==> src/design/see_pkg.sv <==
package see_pkg;

  localparam int StackDepthDef = 128;
  localparam int DataW         = 32;
  localparam int SymW          = 8;
  localparam int StatW         = 3;

  localparam logic [SymW-1:0] ChZero  = 8'h30;
  localparam logic [SymW-1:0] ChNine  = 8'h39;
  localparam logic [SymW-1:0] ChPlus  = 8'h2B;
  localparam logic [SymW-1:0] ChMinus = 8'h2D;
  localparam logic [SymW-1:0] ChSlash = 8'h2F;
  localparam logic [SymW-1:0] ChStar  = 8'h2A;
  localparam logic [SymW-1:0] ChCaret = 8'h5E;

  typedef enum logic [StatW-1:0] {
    ST_OK      = 3'd0,
    ST_UNDER   = 3'd1,
    ST_OVER    = 3'd2,
    ST_INVALID = 3'd3,
    ST_DIVZERO = 3'd4,
    ST_EMPTY   = 3'd5
  } status_e;

  typedef enum logic [2:0] {
    OP_ADD, OP_SUB, OP_MUL, OP_DIV, OP_POW
  } op_e;

  typedef enum logic [3:0] {
    S_IDLE, S_RD1, S_RD2, S_LAT, S_EXEC, S_WAIT, S_WB, S_FINRD, S_FINWAIT, S_OUT
  } state_e;

  typedef enum logic [1:0] {A_IDLE, A_DIV, A_POW, A_DONE} alu_e;

  // controller -> datapath
  typedef struct packed {
    logic push_digit;  // write digit at sp, sp++
    logic rd_top;      // read sp-1
    logic rd_second;   // read sp-2, latch previous read as first
    logic latch_second;
    logic start;       // start arithmetic
    logic wb;          // write result at sp-2, sp--
    logic fin_latch;   // capture output value
    logic clear;       // end of expression
  } cmd_t;

  // datapath -> controller
  typedef struct packed {
    logic    done;
    logic    divz;
  } sts_t;

endpackage

==> src/design/see_ctrl.sv <==
module see_ctrl import see_pkg::*; #(
  parameter int StackDepth = StackDepthDef
) (
  input  logic             clk_i,
  input  logic             rst_ni,
  input  logic             in_valid_i,
  output logic             in_ready_o,
  input  logic [SymW-1:0]  symbol_i,
  input  logic             last_i,
  output logic             out_valid_o,
  input  logic             out_ready_i,
  output logic [StatW-1:0] status_o,
  input  sts_t             sts_i,
  input  logic [$clog2(StackDepth+1)-1:0] sp_i,
  output cmd_t             cmd_o,
  output op_e              op_o
);

  localparam int SpW = $clog2(StackDepth+1);

  state_e  st_q, st_d;
  status_e err_q, err_d;
  op_e     op_q;
  logic    last_q;
  logic    acc;
  logic    is_digit, is_op;
  op_e     op_dec;
  logic    fin_empty;

  assign acc = in_valid_i & in_ready_o;
  assign is_digit = (symbol_i >= ChZero) && (symbol_i <= ChNine);
  assign is_op = (symbol_i == ChPlus) || (symbol_i == ChMinus) || (symbol_i == ChSlash) ||
                 (symbol_i == ChStar) || (symbol_i == ChCaret);
  assign fin_empty = (sp_i == '0);

  always_comb begin
    case (symbol_i)
      ChPlus:  op_dec = OP_ADD;
      ChMinus: op_dec = OP_SUB;
      ChStar:  op_dec = OP_MUL;
      ChSlash: op_dec = OP_DIV;
      default: op_dec = OP_POW;
    endcase
  end

  // next state
  always_comb begin
    st_d = st_q;
    err_d = err_q;
    case (st_q)
      S_IDLE: if (acc) begin
        if (err_q != ST_OK) st_d = last_i ? S_FINRD : S_IDLE;
        else if (is_digit) begin
          if (sp_i >= SpW'(StackDepth)) err_d = ST_OVER;
          st_d = last_i ? S_FINRD : S_IDLE;
        end else if (!is_op) begin
          err_d = ST_INVALID;
          st_d = last_i ? S_FINRD : S_IDLE;
        end else if (sp_i < SpW'(2)) begin
          err_d = ST_UNDER;
          st_d = last_i ? S_FINRD : S_IDLE;
        end else st_d = S_RD1;
      end
      S_RD1: st_d = S_RD2;
      S_RD2: st_d = S_LAT;
      S_LAT: st_d = S_EXEC;
      S_EXEC: begin
        if (op_q == OP_DIV && sts_i.divz) begin
          err_d = ST_DIVZERO;
          st_d = last_q ? S_FINRD : S_IDLE;
        end else st_d = S_WAIT;
      end
      S_WAIT: if (sts_i.done) st_d = S_WB;
      S_WB: st_d = last_q ? S_FINRD : S_IDLE;
      S_FINRD: st_d = S_FINWAIT;
      S_FINWAIT: st_d = S_OUT;
      S_OUT: if (out_ready_i) begin
        st_d = S_IDLE;
        err_d = ST_OK;
      end
      default: st_d = S_IDLE;
    endcase
  end

  // outputs
  always_comb begin
    cmd_o = '0;
    in_ready_o = (st_q == S_IDLE);
    out_valid_o = (st_q == S_OUT);
    case (st_q)
      S_IDLE: cmd_o.push_digit = acc && err_q == ST_OK && is_digit &&
                                 sp_i < SpW'(StackDepth);
      S_RD1: cmd_o.rd_top = 1'b1;
      S_RD2: cmd_o.rd_second = 1'b1;
      S_LAT: cmd_o.latch_second = 1'b1;
      S_EXEC: cmd_o.start = !(op_q == OP_DIV && sts_i.divz);
      S_WB: cmd_o.wb = 1'b1;
      S_FINRD: cmd_o.rd_top = 1'b1;
      S_FINWAIT: cmd_o.fin_latch = 1'b1;
      S_OUT: cmd_o.clear = out_ready_i;
      default: ;
    endcase
  end

  always_ff @(posedge clk_i or negedge rst_ni) begin
    if (!rst_ni) begin
      st_q <= S_IDLE;
      err_q <= ST_OK;
    end else begin
      st_q <= st_d;
      err_q <= err_d;
    end
  end

  always_ff @(posedge clk_i) begin
    if (acc) begin
      op_q <= op_dec;
      last_q <= last_i;
    end
  end

  always_comb begin
    if (err_q != ST_OK) status_o = err_q;
    else if (fin_empty) status_o = ST_EMPTY;
    else status_o = ST_OK;
  end

  assign op_o = op_q;

endmodule

==> config.mk <==
export PLATFORM = sky130hd
export DESIGN_NAME = see_ctrl
export DESIGN_NICKNAME = d
export VERILOG_FILES = /design/src/design/see_pkg.sv /design/src/design/see_ctrl.sv
export SDC_FILE = /design/constraint.sdc
export NUM_CORES = 1
export LEC_CHECK = 0
export BUFFER_PORTS_ARGS = -buffer_cell sky130_fd_sc_hd__buf_4
export CAP_MARGIN = 0
export CORE_UTILIZATION = 30
export CTS_BUF_LIST = sky130_fd_sc_hd__clkbuf_8
export DETAILED_ROUTE_END_ITERATION = 8
export PLACE_DENSITY = 0.63
export SYNTH_ARGS = -nofsm -noshare
export SYNTH_HDL_FRONTEND = slang
export SYNTH_SLANG_ARGS = --single-unit
==> constraint.sdc <==
create_clock -name clk_i -period 4.1 [get_ports clk_i]
set_input_delay 0.41 -clock clk_i [delete_from_list [all_inputs] [get_ports clk_i]]
set_output_delay 0.41 -clock clk_i [all_outputs]
set_load 0.01 [all_outputs]
==> flow_metrics.env <==
export IMPL_antenna_found_initial=0
export IMPL_ios=39
export IMPL_cts_tree="done"
export IMPL_synth_seq_cells=11
export IMPL_viasPerCell=5.19
export IMPL_drt_met1_wl_um=951
export IMPL_clk_pin_slew_ns=0.05
export IMPL_die_area_um2=3250
export IMPL_core_area_um2=2810
export IMPL_ant_nets=0
export IMPL_htreeDepth=1
export IMPL_routed_wl_mm=2.15
export IMPL_cts_root_buf="clkbuf_8"
export IMPL_clock_path_buffers=2
export IMPL_end_kind="primary output"
export IMPL_nets=168
export IMPL_worst_slack_ns=1.92
export IMPL_period_minus_slack_ns=2.18
export IMPL_power_density_nw_per_um2=566
export IMPL_area_growth_pct=36.5
export IMPL_preCtsSetupSlack_ns=2.18
export IMPL_die_x_um=57.0
export IMPL_io_buffers=38
export IMPL_grt_max_degree=21
export IMPL_layout_drive_gt1_share_pct=35.4
export IMPL_setup_violations=0
export IMPL_leakagePower_uw=0.000557
export IMPL_drtPass1Iterations=4
export IMPL_drt_iter0_drc=8
export IMPL_fin_skew_ns=0.00187
export IMPL_cts_buffers_inserted=3
export IMPL_row_count=19
export IMPL_arrival_ns=1.77
export IMPL_synthesis_area_um2=908
export IMPL_reg2reg_depth=5
export IMPL_grt_pass1_vias=901
export IMPL_syn_nets=132
export IMPL_wire_per_inst_um=12.3
export IMPL_routabilityCongestion=0.745
export IMPL_path_class="reg2out"
export IMPL_initial_core_util_pct=32.4
export IMPL_top_layer="met3"
export IMPL_cp_max_fo=20
export IMPL_drv_cap=0
export IMPL_drc=0
export IMPL_hold_viol_final=0
export IMPL_die_h_um=57.0
export IMPL_dp_cells=170
export IMPL_worstMarginPinSlew_ns=0.635
export IMPL_synth_area_leader_cell="dfrtp_1"
export IMPL_synth_avg_cell_area_um2=8.33
export IMPL_grt_pass1_wl_mm=3.86
export IMPL_diodes=0
export IMPL_vias=908
export IMPL_post_dp_hpwl_mm=1.70
export IMPL_route_met2_wl_mm=1.11
export IMPL_ys_seq_area_share_pct=32.5
export IMPL_final_common_cell="buf_4"
export IMPL_synthArstFlopShare_pct=63.6
export IMPL_vdd_drop_max_mv=0.348
export IMPL_final_cell_mix="buf_4, nand2_1, nor2_1"
export IMPL_status="finished, final reports clean"
export IMPL_final_cells=175
export IMPL_ys_types=44
export IMPL_insertion_delay_ns=0.23
export IMPL_fmax_mhz=459
export IMPL_synth_edf_count=4
export IMPL_slew_violations=0
export IMPL_worst_setup_path_start_kind="flop"
export IMPL_synth_warnings=0
export IMPL_synthDominantCellAreaShare_pct=19.3
export IMPL_period_share_pct=53.2
export IMPL_synthTopCellsByArea="dfrtp_1, edfxtp_1, nor3_1"
export IMPL_grt_setup_unrepaired="false"
export IMPL_hold_class="in2reg"
export IMPL_synthCells=109
export IMPL_slew_headroom_pct=57.6
export IMPL_routed_wl_met3_um=84
export IMPL_hold_path_depth=1
export IMPL_grt_overflow=0
export IMPL_cp_data_required_time_ns=3.69
export IMPL_synth_main_ff_cell="dfrtp_1"
export IMPL_setup_tns_ns=0
export IMPL_grt_use_total_pct=14.7
export IMPL_cts_num_sinks=11
[worst max-delay path, stage by stage, from the launching register on]
cell and delay [ns]:
dfrtp_1 0.61, nor4_4 0.42, and2b_1 0.23, and3_1 0.17
buf_4 0.11
[layout make-up]
class                      instances  area [µm²]
fill                             294        1570
multi-input combinational         89         561
sequential                        11         295
timing repair buffer              39         295
clock buffer                       3        41.3
tap                               31        38.8
clock inverter                     1        5.00
inverter                           1        3.75
[worst paths after layout]
path | start | to | slack [ns]
setup / recovery | st_q[1]$_DFFE_PN0P_ | cmd_o[7] | 1.92
hold / removal | last_i | last_q$_DFFE_PP_ | 0.38
setup reg to reg | st_q[1]$_DFFE_PN0P_ | st_q[0]$_DFFE_PN0P_ | 2.49
hold reg to reg | err_q[0]$_DFFE_PN0P_ | err_q[0]$_DFFE_PN0P_ | 0.50
max in group asynchronous | rst_ni | st_q[0]$_DFFE_PN0P_ | 3.45
min in group asynchronous | rst_ni | err_q[2]$_DFFE_PN0P_ | 0.52
[power breakdown]
group | switching, µW | internal, µW | total, µW
Sequential | 101 | 152 | 253
Clock | 42.6 | 66.9 | 109
Combinational | 157 | 182 | 339
Total | 300 | 401 | 701
[state kept, by name, summed over array words and instances, names as in the netlist]
name and count:
st_q 4, last_q 1, op_o 3, err_q 3
[logic make-up after synthesis]
group | count (synthesis) | share of synthesized area, %
flops | 11 | 32.5
compound gates | 22 | 15.6
buf+inv | 9 | 5.78
mux | 1 | 1.24
xor+xnor | 2 | 1.93
simple gates | 64 | 43.0
[layer usage]
metal	up-vias	track usage, %
met5	-	0
met4	0	1.05
met3	0	2.72
met2	18	27.7
met1	421	18.2
li1	469	-
[metrics by stage]
stage	utilization, %	hold slack (ns)	power [µW]	instance area (µm²)
floorplan	-	0.114	492	908
global route	44.2	0.377	764	1240
global placement	42.2	0.232	588	1180
CTS	44.2	0.378	708	1240
detailed placement	42.2	0.234	596	1180
finish	44.2	0.379	701	1240
[synthesized netlist by cell type, types with 2 or more instances]
library cell,number
nor2_1,9
o21ai_1,2
and3_1,4
and2_1,3
nor4_1,3
a21oi_1,5
buf_4,2
nor3_1,8
nor3b_2,2
nand2b_1,2
nand3_1,3
nand4_1,3
nand2_1,10
and2b_1,2
or2_2,2
edfxtp_1,4
nor2b_1,2
nor3b_1,3
clkbuf_1,2
o22ai_1,2
buf_2,3
dfrtp_1,7
o21ai_0,5
[what timing repair did]
| action | 4_1_cts | 5_1_grt |
|---|---|---|
| hold endpoints to repair | 7 | 0 |
| hold buffers | 1 | 0 |
| setup buffers | 0 | 0 |
| gates resized for setup | 0 | 0 |
| endpoints found under the setup margin | 0 | 0 |
Power figures use the tool's default switching activity.
